<file path="src/rtl/upd_pkg.sv">
// ----------------------------------------------------------------------------
// upd_pkg: shared types and constants of the URL percent decoder
// Character codes, decode phase, the command passed from front to back end,
// and the hex digit classifier.
// ----------------------------------------------------------------------------
package upd_pkg;

  // Character codes
  localparam logic [7:0] CH_PLUS    = 8'h2B;
  localparam logic [7:0] CH_PERCENT = 8'h25;
  localparam logic [7:0] CH_SPACE   = 8'h20;

  // Offset that maps the low nibble of 'a'..'f' / 'A'..'F' to 10..15
  localparam logic [3:0] HEX_ALPHA_OFS = 4'd9;

  // Default depth of the command queue
  localparam int CMD_DEPTH = 4;

  // Most bytes one item can yield
  localparam int MAX_BYTES = 3;

  // Decode phase
  typedef enum logic [1:0] {
    PH_IDLE  = 2'd0,
    PH_PCT   = 2'd1,
    PH_DIGIT = 2'd2
  } upd_phase_t;

  // One command: up to three bytes, how many are used, and the end mark
  typedef struct packed {
    logic [MAX_BYTES-1:0][7:0] bytes;
    logic [1:0]                count;
    logic                      last;
  } upd_cmd_t;

  // Hex digit classification
  typedef struct packed {
    logic       ok;
    logic [3:0] val;
  } upd_nibble_t;

  function automatic upd_nibble_t hex_nibble(logic [7:0] c);
    upd_nibble_t r;
    r = '0;
    if (c >= 8'h30 && c <= 8'h39) begin
      r.ok  = 1'b1;
      r.val = c[3:0];
    end else if ((c >= 8'h61 && c <= 8'h66) || (c >= 8'h41 && c <= 8'h46)) begin
      r.ok  = 1'b1;
      r.val = c[3:0] + HEX_ALPHA_OFS;
    end
    return r;
  endfunction

endpackage

</file>
<file path="src/rtl/upd_front.sv">
// ----------------------------------------------------------------------------
// upd_front: input side of the URL percent decoder
// Accepts one character per cycle while accept is high, tracks the escape
// phase and turns each item into a command of zero to three output bytes.
// ----------------------------------------------------------------------------
module upd_front (
  input  logic             clk,
  input  logic             rst,
  input  logic             accept,
  input  logic [7:0]       in_byte,
  input  logic             in_last,
  output logic             cmd_push,
  output upd_pkg::upd_cmd_t cmd
);
  import upd_pkg::*;

  upd_phase_t  phase, phase_next;
  logic [7:0]  held_digit, held_digit_next;

  upd_nibble_t nib_in, nib_held;
  logic        idle_emit;
  logic [7:0]  idle_byte;
  logic        idle_pct;

  // Phase and held digit registers
  always_ff @(posedge clk) begin
    if (rst) begin
      phase      <= PH_IDLE;
      held_digit <= '0;
    end else if (accept) begin
      phase      <= phase_next;
      held_digit <= held_digit_next;
    end
  end

  // Decode of the current byte as if from idle
  always_comb begin
    idle_emit = 1'b1;
    idle_byte = in_byte;
    idle_pct  = 1'b0;
    if (in_byte == CH_PLUS) begin
      idle_byte = CH_SPACE;
    end else if (in_byte == CH_PERCENT) begin
      idle_emit = in_last;
      idle_pct  = !in_last;
    end
  end

  // Next phase and command
  always_comb begin
    nib_in          = hex_nibble(in_byte);
    nib_held        = hex_nibble(held_digit);
    phase_next      = idle_pct ? PH_PCT : PH_IDLE;
    held_digit_next = '0;
    cmd             = '0;
    cmd.last        = in_last;
    unique case (phase)
      PH_PCT: begin
        if (nib_in.ok && !in_last) begin
          phase_next      = PH_DIGIT;
          held_digit_next = in_byte;
        end else begin
          // bad or truncated escape: literal '%', then the byte from idle
          cmd.bytes[0] = CH_PERCENT;
          cmd.bytes[1] = idle_byte;
          cmd.count    = 2'd1 + {1'b0, idle_emit};
        end
      end
      PH_DIGIT: begin
        if (nib_in.ok && nib_held.ok) begin
          cmd.bytes[0] = {nib_held.val, nib_in.val};
          cmd.count    = 2'd1;
          phase_next   = PH_IDLE;
        end else begin
          // literal '%' and held digit, then the byte from idle
          cmd.bytes[0] = CH_PERCENT;
          cmd.bytes[1] = held_digit;
          cmd.bytes[2] = idle_byte;
          cmd.count    = 2'd2 + {1'b0, idle_emit};
        end
      end
      default: begin
        cmd.bytes[0] = idle_byte;
        cmd.count    = {1'b0, idle_emit};
      end
    endcase
    // end of string always returns to idle
    if (in_last) begin
      phase_next      = PH_IDLE;
      held_digit_next = '0;
    end
  end

  // Only commands that carry bytes enter the queue
  assign cmd_push = accept && (cmd.count != 2'd0);

endmodule

</file>
<file path="src/rtl/upd_cmd_fifo.sv">
// ----------------------------------------------------------------------------
// upd_cmd_fifo: command queue between front and back end
// Small register FIFO; the head entry is presented while not empty.
// ----------------------------------------------------------------------------
module upd_cmd_fifo #(
  parameter int DEPTH = upd_pkg::CMD_DEPTH
) (
  input  logic              clk,
  input  logic              rst,
  input  logic              push,
  input  upd_pkg::upd_cmd_t wr_cmd,
  input  logic              pop,
  output upd_pkg::upd_cmd_t head,
  output logic              full,
  output logic              empty
);
  import upd_pkg::*;

  localparam int AW = (DEPTH > 1) ? $clog2(DEPTH) : 1;
  localparam int CW = $clog2(DEPTH + 1);

  upd_cmd_t        entries [DEPTH];
  logic [AW-1:0]   wr_ptr, rd_ptr;
  logic [CW-1:0]   cnt;
  logic            do_push, do_pop;

  assign full    = (cnt == CW'(DEPTH));
  assign empty   = (cnt == '0);
  assign do_push = push && !full;
  assign do_pop  = pop && !empty;
  assign head    = entries[rd_ptr];

  // Entry storage
  always_ff @(posedge clk) begin
    if (do_push) begin
      entries[wr_ptr] <= wr_cmd;
    end
  end

  // Pointers and fill count
  always_ff @(posedge clk) begin
    if (rst) begin
      wr_ptr <= '0;
      rd_ptr <= '0;
      cnt    <= '0;
    end else begin
      if (do_push) begin
        wr_ptr <= (wr_ptr == AW'(DEPTH - 1)) ? '0 : wr_ptr + 1'b1;
      end
      if (do_pop) begin
        rd_ptr <= (rd_ptr == AW'(DEPTH - 1)) ? '0 : rd_ptr + 1'b1;
      end
      if (do_push && !do_pop) begin
        cnt <= cnt + 1'b1;
      end else if (do_pop && !do_push) begin
        cnt <= cnt - 1'b1;
      end
    end
  end

endmodule

</file>
<file path="src/rtl/upd_back.sv">
// ----------------------------------------------------------------------------
// upd_back: output side of the URL percent decoder
// Steps the bytes of the head command into the output register, one per
// cycle while it is free or popped, and marks the final byte of a string.
// ----------------------------------------------------------------------------
module upd_back (
  input  logic              clk,
  input  logic              rst,
  input  upd_pkg::upd_cmd_t head,
  input  logic              head_valid,
  output logic              head_pop,
  input  logic              pop,
  output logic              empty,
  output logic [7:0]        out_byte,
  output logic              out_last
);
  import upd_pkg::*;

  logic       out_valid;
  logic [1:0] idx;
  logic       load;
  logic       at_end;

  assign load     = head_valid && (!out_valid || pop);
  assign at_end   = (idx == head.count - 2'd1);
  assign head_pop = load && at_end;
  assign empty    = !out_valid;

  // Byte index within the head command
  always_ff @(posedge clk) begin
    if (rst) begin
      idx <= '0;
    end else if (load) begin
      idx <= at_end ? 2'd0 : idx + 2'd1;
    end
  end

  // Output register
  always_ff @(posedge clk) begin
    if (rst) begin
      out_valid <= 1'b0;
    end else if (load) begin
      out_valid <= 1'b1;
    end else if (pop) begin
      out_valid <= 1'b0;
    end
  end

  always_ff @(posedge clk) begin
    if (load) begin
      out_byte <= head.bytes[idx];
      out_last <= head.last && at_end;
    end
  end

endmodule

</file>
<file path="src/rtl/url_percent_decoder.sv">
// ----------------------------------------------------------------------------
// url_percent_decoder: streaming form-urlencoded text decoder
// Turns '+' into a space and %XX escapes into bytes; bad or truncated
// escapes pass through literally.
// ----------------------------------------------------------------------------
// Usage: the decoder takes one character per cycle on push while full is low
// and delivers decoded bytes from its output register, one per cycle while
// the consumer pops. An item yields 0 to 3 bytes; the command queue of
// CMD_DEPTH entries between the front and back ends soaks up the extra
// bytes of bad escapes, and full rises only when it is filled. An item that
// yields one byte keeps the full rate of one item per cycle while the
// consumer pops every cycle. A result passes through the command queue and
// then the output register: the command is queued when its item is accepted,
// and the output register loads it from the queue head once it is free.
// out_last marks the final byte of each string.
module url_percent_decoder #(
  parameter int CMD_DEPTH = upd_pkg::CMD_DEPTH
) (
  input  logic       clk,
  input  logic       rst,
  input  logic       push,
  output logic       full,
  input  logic [7:0] in_byte,
  input  logic       in_last,
  output logic       empty,
  input  logic       pop,
  output logic [7:0] out_byte,
  output logic       out_last
);
  import upd_pkg::*;

  upd_cmd_t cmd, head;
  logic     accept;
  logic     cmd_push, cmd_pop, cmd_full, cmd_empty;

  assign full   = cmd_full;
  assign accept = push && !cmd_full;

  upd_front u_front (
    .clk      (clk),
    .rst      (rst),
    .accept   (accept),
    .in_byte  (in_byte),
    .in_last  (in_last),
    .cmd_push (cmd_push),
    .cmd      (cmd)
  );

  upd_cmd_fifo #(
    .DEPTH (CMD_DEPTH)
  ) u_fifo (
    .clk    (clk),
    .rst    (rst),
    .push   (cmd_push),
    .wr_cmd (cmd),
    .pop    (cmd_pop),
    .head   (head),
    .full   (cmd_full),
    .empty  (cmd_empty)
  );

  upd_back u_back (
    .clk        (clk),
    .rst        (rst),
    .head       (head),
    .head_valid (!cmd_empty),
    .head_pop   (cmd_pop),
    .pop        (pop),
    .empty      (empty),
    .out_byte   (out_byte),
    .out_last   (out_last)
  );

  // Queue is never written while full
  assert property (@(posedge clk) disable iff (rst) cmd_push |-> !cmd_full)
    else $error("command pushed into full queue");

  // End of string always produces a command
  assert property (@(posedge clk) disable iff (rst) (accept && in_last) |-> cmd_push)
    else $error("string end produced no output");

  // Back end only retires a command that is present
  assert property (@(posedge clk) disable iff (rst) cmd_pop |-> !cmd_empty)
    else $error("command popped from empty queue");

  // A pushed command carries at least one byte
  assert property (@(posedge clk) disable iff (rst) cmd_push |-> (cmd.count != 2'd0))
    else $error("empty command queued");

endmodule
</file>
<file path="config.mk">
export PLATFORM = sky130hd
export DESIGN_NAME = url_percent_decoder
export DESIGN_NICKNAME = d
export VERILOG_FILES = /design/src/rtl/upd_pkg.sv /design/src/rtl/upd_front.sv /design/src/rtl/upd_cmd_fifo.sv /design/src/rtl/upd_back.sv /design/src/rtl/url_percent_decoder.sv
export SDC_FILE = /design/constraint.sdc
export NUM_CORES = 1
export LEC_CHECK = 0
export BUFFER_PORTS_ARGS = -buffer_cell sky130_fd_sc_hd__buf_2
export CAP_MARGIN = 20
export CORE_MARGIN = 5
export CORE_UTILIZATION = 65
export DETAILED_ROUTE_END_ITERATION = 10
export HOLD_SLACK_MARGIN = 0.15
export MAX_ROUTING_LAYER = met4
export PLACE_DENSITY = 0.86
export REMOVE_ABC_BUFFERS = 1
export SYNTH_ARGS = -nofsm -noshare
export SYNTH_HDL_FRONTEND = slang
export SYNTH_SLANG_ARGS = --single-unit
export TNS_END_PERCENT = 50
</file>
<file path="constraint.sdc">
create_clock -name clk -period 4.86 [get_ports clk]
set_clock_uncertainty 0.1 [all_clocks]
set_input_delay 0.243 -clock clk [delete_from_list [all_inputs] [get_ports clk]]
set_output_delay 0.243 -clock clk [all_outputs]
set_load 0.03 [all_outputs]
</file>
Word level (Yosys, flattened, before mapping)
Memory sizes are Yosys's and may differ from the RTL's. A register that Yosys moved wholly into a read port is not among the register bits.
Cells that the tools add are included.
{"block": "word_totals", "regBits": 29, "mem_bits_rw": 108, "output_inout_bits": 11, "memories": 1}
{"block": "op_classes", "n_addsub": 10, "magnitude_cmp": 13, "n_eq_ne": 8, "n_mux": 36, "n_reduce_logical": 30}
{"memory": "u_fifo.entries", "depth": 4, "word_bits": 27, "read_ports": 1, "rd_clocked_by_memory_dff": 1, "wr": 1, "line_no": "upd_cmd_fifo.sv:22", "source": "upd_cmd_t entries [DEPTH];"}
{"op": "8-bit two-way mux", "count": 6}
{"op": "8-bit by 7-bit greater-or-equal comparator with 1-bit output (second input constant)", "count": 4}
{"op": "8-bit by 7-bit <= comparator with 1-bit output (second input constant)", "count": 4}
{"op": "5-bit two-way mux", "count": 4}
{"op": "10-bit one-hot mux with 2 select lines", "count": 1}
{"op": "18-bit two-way mux", "count": 1}
{"op": "1-bit logical AND", "count": 17}
{"op": "8-bit binary-select mux with 2-bit select", "count": 1}
{"op": "8-bit by 6-bit equality test with 1-bit output (second input constant)", "count": 2}
{"op": "8-bit by 6-bit greater-or-equal comparator with 1-bit output (second input constant)", "count": 2}
{"op": "8-bit by 6-bit <= comparator with 1-bit output (second input constant)", "count": 2}
{"op": "16-bit two-way mux", "count": 1}
{"op": "2-bit two-way mux", "count": 8}
{"op": "8-bit one-hot mux with 2 select lines", "count": 1}
{"op": "10-bit two-way mux", "count": 1}
{"op": "1-bit two-way mux", "count": 9}
{"op": "4-bit adder (second input constant)", "count": 2}
{"op": "2-bit by 1-bit adder with 2-bit output (second input constant)", "count": 3}
{"op": "2-bit equality test (second input constant)", "count": 3}
{"op": "1-bit zero test", "count": 6}
{"op": "3-bit two-way mux", "count": 2}
{"op": "2-bit nonzero test", "count": 3}
{"op": "2-bit one-hot mux with 2 select lines", "count": 1}
{"op": "3-bit by 1-bit adder with 3-bit output (second input constant)", "count": 1}
{"op": "other kinds (10)", "count": 12}

Logic depth before layout (Yosys ltp)
{"block": "depth", "depth_word": 15, "depth_mapped": 12}

Hierarchy
A second synthesis with hierarchy kept.
{"block": "hier_totals", "cells_unflattened": 414, "area_unflattened_um2": 6219.7}
{"mod": "upd_cmd_fifo", "instances": 1, "cells_each": 191, "area_per_inst_um2": 4399.2}
{"mod": "upd_front", "instances": 1, "cells_each": 160, "area_per_inst_um2": 1166.1}
{"mod": "upd_back", "instances": 1, "cells_each": 61, "area_per_inst_um2": 636.9}
{"mod": "url_percent_decoder", "instances": 1, "cells_each": 2, "area_per_inst_um2": 17.5}

Worst setup path after synthesis
OpenSTA, ideal clock, no wires.
{"block": "synth_path", "path_kind": "reg-to-reg", "from": "reg (tool-made name)", "to": "reg u_fifo.cnt[2]", "setup_time_ps": 71, "arrival_time_ps": 2745, "t_required_ps": 4689, "path_slack_ps": 1944, "path_stages_with_launch": 12, "n_path_buf": 1, "synth_period_minus_slack_ps": 2916, "path_cell_list": "dfxtp_1 -> buf_2 -> mux4_2 -> or4_1 -> mux2i_1 -> inv_1 -> ha_1 -> inv_1 -> fa_1 -> xor2_1 -> or3_1 -> a21oi_1"}
{"item": "end signal, assigned", "line_no": "upd_cmd_fifo.sv:54", "source": "cnt <= cnt + 1'b1;"}
{"item": "end signal, assigned", "line_no": "upd_cmd_fifo.sv:56", "source": "cnt <= cnt - 1'b1;"}
{"item": "end, declared", "line_no": "upd_cmd_fifo.sv:24", "source": "logic [CW-1:0] cnt;"}

==> results.json <==
{
  "status": "finished, final reports clean",
  "die_w_um": 108,
  "cts_setup_buffers": 0,
  "nets": 487,
  "yosys_register_bits": 139,
  "syn_avg_cell_area_um2": 15.0,
  "cp-end-kind": "flip-flop",
  "die-area_um2": 11600,
  "slew_headroom": 0.347,
  "drv_slew": 0,
  "worstPathMaxFanout": 26,
  "synthToLayoutAreaGrowth_pct": 16.2,
  "synth.top_cell.area_share": 0.567,
  "wl_um": 13500,
  "start_util": 0.668,
  "io_buffers": 23,
  "via_count": 3843,
  "syn_area_um2": 6200,
  "grt_start_max_net_pins": 28,
  "crit_chain": "buf_4 -> mux4_2 -> xnor2_1 -> mux2i_1 -> inv_1 -> ha_1 -> inv_1 -> fa_1 -> xor2_1 -> or3_1 -> a21oi_1",
  "grt_pass1_vias": 3957,
  "period_needed_ps": 3640,
  "drv_cap": 0,
  "yosysTopAreaCell": "edfxtp_1",
  "powerDensity_nw_per_um2": 524,
  "yosys-top-cells-area": "edfxtp_1 (57%), mux4_2 (9.8%), dfxtp_1 (7.1%), ha_1 (3.2%), mux2i_1 (2.4%)",
  "clock_latency_ps": 520,
  "path_clk_slew_ps": 60,
  "seq_area_frac_synth": 0.638,
  "hpwlAfterDp_um": 7800,
  "p_leak_nw": 2.48,
  "syn_inst": 414,
  "dominantRegCellSynth": "edfxtp_1",
  "gp_congestion": 0.935,
  "worst_slew_pin_slew_ps": 976,
  "drc": 0,
  "overflow": 0,
  "yosysUniqueCellTypes": 55,
  "cts_tree": "done",
  "rr_endpoint": "u_fifo.cnt[2]",
  "reg2reg_depth": 11,
  "crit_path_frequent_cell": "inv_1",
  "max_clock_freq_mhz": 275,
  "holdWs_ps": 202,
  "ys_warn_count": 0,
  "setup_viol": 0,
  "synth_common_cells": "edfxtp_1 (117), mux4_2 (27), inv_1 (24), dfxtp_1 (22), nor2_1 (21)",
  "htreeDepth": 4,
  "cp_slowest_stage_delay_ps": 630,
  "required_ps": 5210,
  "post-synth-top-count-cell": "edfxtp_1",
  "ff_latch_area_um2": 3960,
  "top_level_ports": 24,
  "fin_util": 0.776,
  "critical_path_class": "flip-flop to flip-flop",
  "numCtsBuffers": 17,
  "num_antenna_cells": 0,
  "crit_arrival_ps": 3990,
  "rsz0062_at_grt": "false",
  "grt_use_total": 0.265,
  "async_reset_ff_frac": 0,
  "r2r_slack_ps": 1220,
  "cts_sinks": 139,
  "cp_slowest_cell": "mux4_2",
  "grt_pass1_wl_um": 21700,
  "cp-endpoint": "u_fifo.cnt[2]",
  "clk_path_buf_depth": 2,
  "ir_worst_vdd_mv": 0.264,
  "drt_iter0_drc": 370,
  "fill_cells": 541,
  "final.setup.tns_ps": 0,
  "ant_nets": 0,
  "drive_gt1_frac": 0.215,
  "multi_input_area_um2": 2080,
  "vias_per_cell": 6.42,
  "antenna_found_initial": 0,
  "fp.coreArea_um2": 9280,
  "rows": 35,
  "synth_edf_count": 117,
  "dr.pass1.iters": 5,
  "min_path_type": "input pin to flip-flop",
  "fin_crit_sh": 0.749,
  "wl_per_cell_um": 22.5,
  "cp-start-kind": "flip-flop",
  "hold_viol": 0,
  "cts_root_buf": "clkbuf_8",
  "die_h_um": 108
}
-- per-layer routing --
| metal | part of all wire | track usage | up-vias |
|---|---|---|---|
| li1 | - | - | 1702 |
| met1 | 0.40 | 0.339 | 1906 |
| met2 | 0.52 | 0.425 | 204 |
| met3 | 0.067 | 0.0498 | 31 |
| met4 | 0.020 | 0.104 | 0 |
| met5 | 0 | - | - |
-- cell usage in the layout (no fill, tap or decap), types with 11 or more instances in the layout --
| cell | instances |
|---|---|
| nand2_1 | 18 |
| inv_1 | 24 |
| dlygate4sd3_1 | 14 |
| clkbuf_16 | 16 |
| nor2_1 | 21 |
| mux2i_1 | 15 |
| a21oi_1 | 14 |
| buf_2 | 23 |
| mux4_2 | 27 |
| ha_1 | 16 |
| dfxtp_1 | 21 |
| edfxtp_1 | 117 |
| o22ai_1 | 11 |
-- stage by stage --
step	instances	total power, mW	worst slack, ps	area [µm²]
final	599	3.78	1220	7200
after detailed placement	552	2.43	1350	6440
after floorplan	394	2.19	1080	6120
after CTS	598	3.79	1200	7200
after global placement	552	2.38	1520	6440
after global routing	599	3.94	963	7200
-- flip-flops by register name (all words and copies together) (netlist names), named ones only --
signal	count
u_fifo.entries	108
u_front.held_digit	8
u_fifo.rd_ptr	2
u_back.out_valid	1
u_fifo.wr_ptr	2
u_back.idx	2
u_fifo.cnt	3
u_back.out_byte	8
u_back.out_last	1
u_front.phase	2
-- area by class of cell --
cell class	count	share of cell area
clock buffers	17	0.0575
clock inverters	15	0.0274
inverters	24	0.0125
multi-input cells	231	0.288
flip-flops and latches	139	0.549
well taps	129	0.0224
repair buffers	44	0.0427
-- power breakdown --
| part | leakage (nW) | switching, mW | internal, mW | total [mW] |
|---|---|---|---|---|
| Clock | 0.306 | 0.496 | 0.834 | 1.33 |
| Combinational | 0.921 | 0.511 | 0.373 | 0.885 |
| Sequential | 1.25 | 0.0838 | 1.48 | 1.56 |
| Total | 2.48 | 1.09 | 2.69 | 3.78 |
-- cell families after synthesis --
| family | Yosys count | synth area share |
|---|---|---|
| buffers and inverters | 44 | 0.0274 |
| AO/OA/AOI/OAI | 69 | 0.0801 |
| AND/OR/NAND/NOR | 95 | 0.0853 |
| multiplexers | 43 | 0.124 |
| flip-flops | 139 | 0.638 |
| XOR/XNOR | 7 | 0.00989 |
| adder cells (fa/ha/maj) | 17 | 0.0355 |
-- worst min path at each step --
stage | from | to | slack, ps | depth (start not counted)
after floorplan | rst | u_back.idx[0] | 210 | 1
after global routing | in_byte[2] | u_fifo.entries[3][21] | 240 | 3
after detailed placement | u_front.phase[1] | u_front.phase[1] | 370 | 2
after global placement | u_front.phase[1] | u_front.phase[1] | 360 | 2
after CTS | in_byte[2] | u_fifo.entries[0][21] | 170 | 3
final | in_byte[2] | u_fifo.entries[0][21] | 200 | 3
-- critical path: cells and delay by family, from the launching register on --
kind | cells | cell delay (ps)
and+or+nand+nor | 1 | 310
muxes | 2 | 890
AOI/OAI and AO/OA | 1 | 160
buffers and inverters | 3 | 630
adders and majority gates | 2 | 590
DFF | 1 | 350
xor gates and xnor gates | 2 | 540
-- repair_timing --
item	in CTS	in global routing
endpoints found under the hold margin	76	0
resized for setup	0	0
hold buffers	14	0
setup endpoints to repair	0	0
Power figures use the tool's default switching activity.
